File: config.mk
export PLATFORM = sky130hd
export DESIGN_NAME = shelf_atlas_allocator
export DESIGN_NICKNAME = d
export VERILOG_FILES = /design/src/rtl/sal_pkg.sv /design/src/rtl/sal_fit.sv /design/src/rtl/sal_mul.sv /design/src/rtl/sal_free_rows.sv /design/src/rtl/shelf_atlas_allocator.sv
export SDC_FILE = /design/constraint.sdc
export NUM_CORES = 1
export LEC_CHECK = 0
export BUFFER_PORTS_ARGS = -buffer_cell sky130_fd_sc_hd__buf_2
export CAP_MARGIN = 0
export CORE_AREA = 8 8 259 261
export DETAILED_ROUTE_END_ITERATION = 10
export DIE_AREA = 0 0 267 269
export PLACE_DENSITY = 0.66
export SYNTH_ARGS = -nofsm -noshare
export SYNTH_HDL_FRONTEND = slang
export SYNTH_SLANG_ARGS = --single-unit
File: constraint.sdc
create_clock -name clk -period 10.69 [get_ports clk]
set_input_delay 0 -clock clk [delete_from_list [all_inputs] [get_ports clk]]
set_output_delay 0 -clock clk [all_outputs]
set_load 0.01 [all_outputs]
File: src/rtl/sal_pkg.sv
// ----------------------------------------------------------------------------
// sal_pkg
// Shared types and constants for the shelf atlas allocator.
// ----------------------------------------------------------------------------
`default_nettype none

package sal_pkg;

  localparam int COL_W  = 13;
  localparam int ROW_W  = 16;
  localparam int REQ_W  = 16;
  localparam int SUM_W  = 32;
  localparam int CFG_W  = 16;
  localparam int CIDX_W = 1;

  localparam logic [COL_W-1:0] MIN_FREE_COLS = 13'd4;
  localparam logic [COL_W-1:0] AW_RESET      = 13'd2048;
  localparam logic [ROW_W-1:0] AH_RESET      = 16'd2048;

  localparam logic [CIDX_W-1:0] CFG_ATLAS_WIDTH  = 1'b0;
  localparam logic [CIDX_W-1:0] CFG_ATLAS_HEIGHT = 1'b1;

  typedef struct packed {
    logic [REQ_W-1:0] req_width;
    logic [REQ_W-1:0] req_height;
  } sal_req_t;

  typedef struct packed {
    logic [COL_W-1:0] pos_x;
    logic [ROW_W-1:0] pos_y;
    logic             past_height;
    logic [SUM_W-1:0] allocated_total;
    logic [SUM_W-1:0] used_space;
  } sal_res_t;

  typedef struct packed {
    logic fits;
    logic short_left;
    logic roomy;
    logic lacks;
  } sal_fit_t;

  typedef struct packed {
    logic drop;
    logic push;
    logic upd;
  } sal_fr_op_t;

endpackage

`default_nettype wire

File: src/rtl/sal_fit.sv
// ----------------------------------------------------------------------------
// sal_fit
// Shared space compare: free columns right of a column against a width.
// ----------------------------------------------------------------------------
`default_nettype none

module sal_fit (
  input  wire logic [sal_pkg::COL_W-1:0] aw,
  input  wire logic [sal_pkg::COL_W-1:0] col,
  input  wire logic [sal_pkg::COL_W-1:0] w,
  output sal_pkg::sal_fit_t              fit
);
  import sal_pkg::*;

  logic [COL_W-1:0] space;
  logic [COL_W-1:0] left;

  assign space = (aw > col) ? (aw - col) : '0;
  assign left  = space - w;

  assign fit.fits       = space > w;
  assign fit.short_left = left < MIN_FREE_COLS;
  assign fit.roomy      = space > MIN_FREE_COLS;
  assign fit.lacks      = space < w;

endmodule

`default_nettype wire

File: src/rtl/sal_mul.sv
// ----------------------------------------------------------------------------
// sal_mul
// Shared 16 x 16 multiplier with registered product.
// ----------------------------------------------------------------------------
`default_nettype none

module sal_mul (
  input  wire logic        clk,
  input  wire logic [15:0] a,
  input  wire logic [15:0] b,
  output logic      [31:0] prod_r
);
  import sal_pkg::*;

  always_ff @(posedge clk) begin
    prod_r <= a * b;
  end

endmodule

`default_nettype wire

File: src/rtl/sal_free_rows.sv
// ----------------------------------------------------------------------------
// sal_free_rows
// Remembered partly used rows, oldest first, with update, drop and append.
// ----------------------------------------------------------------------------
`default_nettype none

module sal_free_rows #(
  parameter  int FREE_ROWS = 4,
  localparam int IW = (FREE_ROWS > 1) ? $clog2(FREE_ROWS) : 1,
  localparam int CW = $clog2(FREE_ROWS + 1)
) (
  input  wire logic                      clk,
  input  wire logic                      rst_n,
  input  wire sal_pkg::sal_fr_op_t       op,
  input  wire logic [IW-1:0]             idx,
  input  wire logic [sal_pkg::COL_W-1:0] upd_x,
  input  wire logic [sal_pkg::COL_W-1:0] push_x,
  input  wire logic [sal_pkg::ROW_W-1:0] push_y,
  output logic      [sal_pkg::COL_W-1:0] rd_x,
  output logic      [sal_pkg::ROW_W-1:0] rd_y,
  output logic      [CW-1:0]             count
);
  import sal_pkg::*;

  logic [COL_W-1:0] row_x_r [FREE_ROWS];
  logic [ROW_W-1:0] row_y_r [FREE_ROWS];
  logic [CW-1:0]    count_r;
  logic [CW-1:0]    count_nxt;
  logic [CW-1:0]    wpos;

  assign wpos      = count_r - CW'(op.drop);
  assign count_nxt = wpos + CW'(op.push);
  assign count     = count_r;
  assign rd_x      = row_x_r[idx];
  assign rd_y      = row_y_r[idx];

  for (genvar k = 0; k < FREE_ROWS; k++) begin : g_row
    logic [COL_W-1:0] sh_x;
    logic [ROW_W-1:0] sh_y;
    logic [COL_W-1:0] x_nxt;
    logic [ROW_W-1:0] y_nxt;

    if (k < FREE_ROWS - 1) begin : g_sh
      assign sh_x = row_x_r[k+1];
      assign sh_y = row_y_r[k+1];
    end else begin : g_top
      assign sh_x = row_x_r[k];
      assign sh_y = row_y_r[k];
    end

    always_comb begin
      x_nxt = row_x_r[k];
      y_nxt = row_y_r[k];
      if (op.drop && (IW'(k) >= idx)) begin
        x_nxt = sh_x;
        y_nxt = sh_y;
      end
      if (op.upd && (IW'(k) == idx)) begin
        x_nxt = upd_x;
      end
      if (op.push && (CW'(k) == wpos)) begin
        x_nxt = push_x;
        y_nxt = push_y;
      end
    end

    always_ff @(posedge clk) begin
      row_x_r[k] <= x_nxt;
      row_y_r[k] <= y_nxt;
    end
  end

  always_ff @(posedge clk) begin
    if (!rst_n) begin
      count_r <= '0;
    end else begin
      count_r <= count_nxt;
    end
  end

endmodule

`default_nettype wire

File: src/rtl/shelf_atlas_allocator.sv
// ----------------------------------------------------------------------------
// shelf_atlas_allocator
// Shelf packing allocator: first-fit over remembered rows, then the cursor.
//
//   port group   dir  handshake           word
//   in_*         in   in_valid/in_stall   sal_req_t (req_width, req_height)
//   out_*        out  out_valid/out_stall sal_res_t (position, totals, flag)
//   cfg_*        in   cfg_we              index 0 atlas_width, 1 atlas_height
//
// after the accept the block scans one remembered row per cycle through the
// shared fit compare, then the cursor, and takes two products from the shared
// multiplier for the used space before the result is loaded.
// the next word is taken the cycle after the result is loaded.
// synchronous active-low reset clears cursor, totals and row count and
// restores the config defaults.
// a stalled result holds in the output register; the block waits in its last
// step until that register frees.
// ----------------------------------------------------------------------------
`default_nettype none

module shelf_atlas_allocator #(
  parameter int ROW_HEIGHT = 16,
  parameter int FREE_ROWS  = 4
) (
  input  wire logic                       clk,
  input  wire logic                       rst_n,
  input  wire logic                       in_valid,
  output logic                            in_stall,
  input  wire sal_pkg::sal_req_t          in_data,
  output logic                            out_valid,
  input  wire logic                       out_stall,
  output sal_pkg::sal_res_t               out_data,
  input  wire logic                       cfg_we,
  input  wire logic [sal_pkg::CIDX_W-1:0] cfg_idx,
  input  wire logic [sal_pkg::CFG_W-1:0]  cfg_wdata
);
  import sal_pkg::*;

  localparam int IW = (FREE_ROWS > 1) ? $clog2(FREE_ROWS) : 1;
  localparam int CW = $clog2(FREE_ROWS + 1);
  localparam logic [15:0] RH = 16'(ROW_HEIGHT);
  localparam logic [CW-1:0] FULL = CW'(FREE_ROWS);

  typedef enum logic [4:0] {
    S_IDLE = 5'b00001,
    S_SCAN = 5'b00010,
    S_U1   = 5'b00100,
    S_U2   = 5'b01000,
    S_FIN  = 5'b10000
  } state_t;

  state_t           state_r, state_nxt;
  logic [COL_W-1:0] aw_r;
  logic [ROW_W-1:0] ah_r;
  logic [COL_W-1:0] cursor_x_r, cursor_x_nxt;
  logic [ROW_W-1:0] cursor_y_r, cursor_y_nxt;
  logic [SUM_W-1:0] alloc_sum_r, alloc_sum_nxt;
  logic [COL_W-1:0] w_r, w_nxt;
  logic [CW-1:0]    idx_r, idx_nxt;
  logic [COL_W-1:0] px_r, px_nxt;
  logic [ROW_W-1:0] py_r, py_nxt;
  logic [SUM_W-1:0] acc_r;
  logic             out_valid_r, out_valid_nxt;
  sal_res_t         out_data_r;

  logic             in_acc;
  logic             load;
  logic [COL_W-1:0] w_in;
  logic [15:0]      mul_a, mul_b;
  logic [31:0]      prod_r;
  logic [COL_W-1:0] fit_col;
  sal_fit_t         fit;
  sal_fr_op_t       fr_op;
  logic [IW-1:0]    fr_idx;
  logic [COL_W-1:0] fr_upd_x;
  logic [COL_W-1:0] fr_rd_x;
  logic [ROW_W-1:0] fr_rd_y;
  logic [CW-1:0]    fr_count;
  logic             at_end;
  logic [COL_W-1:0] cx_base;

  assign in_stall  = (state_r != S_IDLE);
  assign in_acc    = in_valid && !in_stall;
  assign out_valid = out_valid_r;
  assign out_data  = out_data_r;
  assign load      = (state_r == S_FIN) && (!out_valid_r || !out_stall);

  assign w_in   = (in_data.req_width < REQ_W'(aw_r)) ? in_data.req_width[COL_W-1:0] : aw_r;
  assign at_end = (idx_r == fr_count);

  sal_mul u_mul (
    .clk    (clk),
    .a      (mul_a),
    .b      (mul_b),
    .prod_r (prod_r)
  );

  assign fit_col = at_end ? cursor_x_r : fr_rd_x;

  sal_fit u_fit (
    .aw  (aw_r),
    .col (fit_col),
    .w   (w_r),
    .fit (fit)
  );

  sal_free_rows #(
    .FREE_ROWS (FREE_ROWS)
  ) u_rows (
    .clk    (clk),
    .rst_n  (rst_n),
    .op     (fr_op),
    .idx    (fr_idx),
    .upd_x  (fr_upd_x),
    .push_x (cursor_x_r),
    .push_y (cursor_y_r),
    .rd_x   (fr_rd_x),
    .rd_y   (fr_rd_y),
    .count  (fr_count)
  );

  assign fr_upd_x = fr_rd_x + w_r;
  assign cx_base  = fit.lacks ? '0 : cursor_x_r;

  always_comb begin
    case (state_r)
      S_IDLE: begin
        mul_a = 16'(w_in);
        mul_b = in_data.req_height;
      end
      S_U1: begin
        mul_a = cursor_y_r;
        mul_b = 16'(aw_r);
      end
      default: begin
        mul_a = 16'(cursor_x_r);
        mul_b = RH;
      end
    endcase
  end

  always_comb begin
    state_nxt     = state_r;
    cursor_x_nxt  = cursor_x_r;
    cursor_y_nxt  = cursor_y_r;
    alloc_sum_nxt = alloc_sum_r;
    w_nxt         = w_r;
    idx_nxt       = idx_r;
    px_nxt        = px_r;
    py_nxt        = py_r;
    fr_op         = '0;
    fr_idx        = idx_r[IW-1:0];
    case (state_r)
      S_IDLE: begin
        if (in_acc) begin
          w_nxt     = w_in;
          idx_nxt   = '0;
          state_nxt = S_SCAN;
        end
      end
      S_SCAN: begin
        if (idx_r == '0) begin
          alloc_sum_nxt = alloc_sum_r + prod_r;
        end
        if (at_end) begin
          // no remembered row fits: place at the cursor, on a new row if the cursor row lacks space
          fr_idx        = '0;
          fr_op.drop    = (fr_count >= FULL);
          fr_op.push    = fit.lacks && fit.roomy;
          cursor_y_nxt  = fit.lacks ? (cursor_y_r + RH) : cursor_y_r;
          px_nxt        = cx_base;
          py_nxt        = cursor_y_nxt;
          cursor_x_nxt  = cx_base + w_r;
          state_nxt     = S_U1;
        end else if (fit.fits) begin
          fr_op.drop = fit.short_left;
          fr_op.upd  = !fit.short_left;
          px_nxt     = fr_rd_x;
          py_nxt     = fr_rd_y;
          state_nxt  = S_U1;
        end else begin
          idx_nxt = idx_r + CW'(1);
        end
      end
      S_U1: begin
        state_nxt = S_U2;
      end
      S_U2: begin
        state_nxt = S_FIN;
      end
      S_FIN: begin
        if (load) begin
          state_nxt = S_IDLE;
        end
      end
      default: begin
        state_nxt = S_IDLE;
      end
    endcase
  end

  always_comb begin
    out_valid_nxt = out_valid_r;
    if (load) begin
      out_valid_nxt = 1'b1;
    end else if (out_valid_r && !out_stall) begin
      out_valid_nxt = 1'b0;
    end
  end

  always_ff @(posedge clk) begin
    if (!rst_n) begin
      state_r     <= S_IDLE;
      aw_r        <= AW_RESET;
      ah_r        <= AH_RESET;
      cursor_x_r  <= '0;
      cursor_y_r  <= '0;
      alloc_sum_r <= '0;
      idx_r       <= '0;
      out_valid_r <= 1'b0;
    end else begin
      state_r     <= state_nxt;
      cursor_x_r  <= cursor_x_nxt;
      cursor_y_r  <= cursor_y_nxt;
      alloc_sum_r <= alloc_sum_nxt;
      idx_r       <= idx_nxt;
      out_valid_r <= out_valid_nxt;
      if (cfg_we) begin
        case (cfg_idx)
          CFG_ATLAS_WIDTH:  aw_r <= cfg_wdata[COL_W-1:0];
          CFG_ATLAS_HEIGHT: ah_r <= cfg_wdata[ROW_W-1:0];
          default: ;
        endcase
      end
    end
  end

  always_ff @(posedge clk) begin
    w_r  <= w_nxt;
    px_r <= px_nxt;
    py_r <= py_nxt;
    if (state_r == S_U2) begin
      acc_r <= prod_r;
    end
    if (load) begin
      out_data_r.pos_x           <= px_r;
      out_data_r.pos_y           <= py_r;
      out_data_r.past_height     <= (py_r >= ah_r);
      out_data_r.allocated_total <= alloc_sum_r;
      out_data_r.used_space      <= acc_r + prod_r;
    end
  end

`ifndef SYNTHESIS
  a_count_bound: assert property (@(posedge clk) disable iff (!rst_n)
    fr_count <= FULL)
    else $error("free row count beyond capacity");

  a_accept_scan: assert property (@(posedge clk) disable iff (!rst_n)
    in_acc |=> (state_r == S_SCAN))
    else $error("accepted word did not start the scan");

  a_result_src: assert property (@(posedge clk) disable iff (!rst_n)
    $rose(out_valid_r) |-> $past(state_r == S_FIN))
    else $error("result raised outside the final step");

  a_cursor_hold: assert property (@(posedge clk) disable iff (!rst_n)
    (state_r != S_SCAN) |=> $stable(cursor_x_r) && $stable(cursor_y_r))
    else $error("cursor moved outside the scan");
`endif

endmodule

`default_nettype wire
==> flow_summary_export.csv <==
group,metric,value,unit
outcome,status,"finished clean",
setup_path,crit_top_cell,"ha_1",
setup_path,crit_arrival,9810,ps
floorplanning,die_height,269,µm
hold_path,hold_class,"in2reg",
clock_network,clock-root-buffer,"clkbuf_16",
final_layout,final_cell_mix,"325 x nand2_1, 319 x inv_1, 260 x edfxtp_1",
setup_path,path_depth,34,
synth,synth-edff-count,260,
clock_network,cts_resized,0,
synth,netlist_area,29980,µm²
floorplanning,fp.coreArea,62740,µm²
power_and_ir_drop,p_leak,14.49,nW
clock_network,numClockSinks,390,
setup_path,worst_ep_required_time,11000,ps
synth,synth_xor_area_share,3.973,%
setup_path,path_buf_inv,2,
setup_path,r2r_cells,34,
setup_path,end_kind,"register",
final_layout,final_common_cell,"nand2_1",
global_routing,grt_pass1_vias,22800,
setup_path,cp-start-kind,"register",
drt,vias,23210,
timing,setup_tns,0,ps
setup_path,critPathMaxStageDelay,710,ps
setup_path,rrSetupSlack,1190,ps
setup_path,critical_path_class,"reg2reg",
power_and_ir_drop,clock_power_share,31.5,%
drt,wl_per_cell,21.54,µm
global_routing,grt_util_all_layers,23.99,%
synth,synth-async-reset-ratio,0,%
drt,avgViaCountPerCell,5.686,
clock_network,cts_buffers,43,
power_and_ir_drop,vdd_ir_drop_max,0.1087,mV
drt,remaining_drc_errors,0,
synth,yosys_warnings,0,
hold_path,hold_path_depth,4,
floorplanning,pin_count,150,
synth,synthCells,3040,
drt,drt_pass1_iterations,8,
final_layout,fillers,5559,
power_and_ir_drop,p_per_area,146.3,nW/µm²
final_layout,area_delta_synth_final,11.54,%
global_routing,grt_max_degree,99,
floorplanning,die-width,267,µm
global_routing,antenna_found_initial,2,
timing,rsz0062_at_grt,"no",
placement,dp_hpwl,68160,µm
final_layout,nets,3700,
synth,synthFlopType,"edfxtp_1",
flow_run,cap_violations,0,
setup_path,cp_top_family,"compound AO/OA/AOI/OAI gates",
placement,io_buffers,145,
floorplanning,start_util,47.79,%
clock_network,cts_tree,"yes",
setup_path,cp_slowest_cell,"dfxtp_2",
clock_network,worstSkewPairLatency,580,ps
synth,synth_fa_ha_area_share,23.59,%
timing,fin_crit,9500,ps
power_and_ir_drop,p_int,3.235,mW
synth,synth_cell_types,97,
synth,synth_mux_area_share,4.887,%
power_and_ir_drop,combPwrFrac,31.6,%
floorplanning,std_cell_rows,92,
final_layout,multi_input_area,17890,µm²
synth,synth_seq_cells,390,
timing,relSlewSlack,23.52,%
drt,drt_iter0_drc,1927,
power_and_ir_drop,seqPwrFrac,37.0,%
timing,finalHoldViolCount,0,
final_layout,layout-drive-gt1-share,10.85,%
drt,wl,87930,µm
clock_network,h-tree-depth,2,
global_routing,grt_pass1_wl,133800,µm
timing,whs,75.91,ps
synth,synth_top_family_by_area,"adder cells",
power_and_ir_drop,swShare,33.86,%
placement,gp_congestion,0.9631,
clock_network,clk_pin_slew,60,ps
global_routing,overflow,0,
floorplanning,die_area,71820,µm²
timing,max_freq,0.1053,GHz
setup_path,cp_max_fo,25,
timing,maxSlewViolCount,0,
timing,setup_viol,0,
final_layout,regArea,10410,µm²
timing,clock_skew,28.18,ps
synth,avgSynthCellArea,9.862,µm²
drt,antenna_left,0,
timing,period_share,88.87,%
power_and_ir_drop,p_total,4.892,mW
synth,synth_compound_area_share,12.95,%
power_and_ir_drop,p_switching,1.657,mW
synth,seq_area_frac_synth,34.72,%
clock_network,clk_path_buf_depth,3,
timing,worstMarginPinSlew,1147,ps
synth,synth_simple_gate_area_share,14.07,%
final_layout,utilization,53.30,%
==> final timing paths <==
kind	from	end
min reg2reg	px_r[7]	out_data[88]
min	in_data[1]	u_mul.prod_r[1]
max reg2reg	idx_r[1]	u_rows.row_x_r[3][4]
max	idx_r[1]	u_rows.row_x_r[3][4]
==> layout make-up <==
| cell class | count | share of cell area [%] |
|---|---|---|
| Clock inverter | 21 | 0.7783 |
| Multi-Input combinational cell | 2217 | 53.51 |
| Tap cell | 846 | 3.165 |
| Sequential cell | 390 | 31.13 |
| Inverter | 323 | 3.626 |
| Antenna cell | 1 | 0.007483 |
| Clock buffer | 58 | 3.570 |
| Timing Repair Buffer | 226 | 4.213 |
==> power by group through the flow <==
stage	logic [mW]	registers [mW]	clock network [mW]
floorplan	1.13	1.78	0
global placement	1.46	1.83	0
detailed placement	1.50	1.84	0
CTS	1.52	1.80	1.56
global route	1.70	1.81	1.62
finish	1.54	1.81	1.54
==> worst reg2reg max path, delay by kind of cell (launching register included) <==
family / cells / cell delay, ps
AO/OA/AOI/OAI: 13 / 3510
AND/OR/NAND/NOR: 12 / 2280
adder cells (fa/ha/maj): 4 / 1070
XOR/XNOR: 2 / 860
flip-flops: 1 / 710
buffers and inverters: 2 / 430
multiplexers: 1 / 390
==> metrics by stage <==
step           instances  cell area [µm²]  setup WS [ps]
6_report            4082            33440           1190
5_1_grt             4081            33440          690.4
4_1_cts             4081            33440           1277
3_5_place_dp        3972            31680           1349
3_3_place_gp        3972            31680           1448
2_1_floorplan       3051            30020           1577
==> state kept, by name, summed over array words and instances (netlist names), 5 cells and up <==
| register | cells |
|---|---|
| out_data | 90 |
| u_rows.row_x_r | 52 |
| u_rows.row_y_r | 48 |
| acc_r | 32 |
| alloc_sum_r | 32 |
| u_mul.prod_r | 32 |
| ah_r | 16 |
| aw_r | 13 |
| cursor_x_r | 13 |
| px_r | 13 |
| w_r | 13 |
| cursor_y_r | 12 |
| py_r | 12 |
| state_r | 5 |
==> cell usage after synthesis, drive strengths merged (5+ instances only) <==
cell	number	area, µm²
nand2	325	1220
inv	323	1212
edfxtp	260	7807
nor2	255	972.2
ha	246	3078
fa	199	3984
a21oi	169	849.6
dfxtp	130	2603
o21ai	126	634.4
xnor2	93	814.5
clkbuf	90	337.8
and2	82	513.0
mux2i	71	710.7
mux2	64	732.0
a21o	59	442.9
a21boi	48	360.3
nand3	46	230.2
xor2	43	376.6
or3	33	211.5
buf	31	186.4
nor3	30	161.4
o21a	30	225.2
nor2b	29	181.4
a22o	20	175.2
and3	20	125.1
nand2b	19	126.4
nand4	18	167.7
o22ai	18	112.6
o21bai	17	138.9
a211oi	14	135.1
a31oi	13	93.84
a22oi	12	90.09
or2	11	68.82
o211ai	10	75.07
nor4	7	88.83
o31ai	7	71.32
a221oi	6	52.55
o41ai	6	60.06
a211o	5	43.79
o211a	5	50.05
==> cells by family after synthesis <==
family / Yosys count
xor gates and xnor gates: 136
DFF: 390
adders and majority gates: 446
and+or+nand+nor: 893
muxes: 136
other: 2
buffers and inverters: 444
AOI/OAI and AO/OA: 593
==> metal layers <==
| layer | part of all wire (%) | global-route usage (%) |
|---|---|---|
| met5 | 0.015 | 0 |
| met2 | 44 | 37.44 |
| met1 | 44 | 33.81 |
| met4 | 3.0 | 7.264 |
| met3 | 8.7 | 4.422 |
==> repair_timing <==
action / in CTS / in global routing
hold buffers: 30 / 0
endpoints found under the hold margin: 46 / 0
setup buffers: 0 / 0
(Power assumes the default switching activity.)
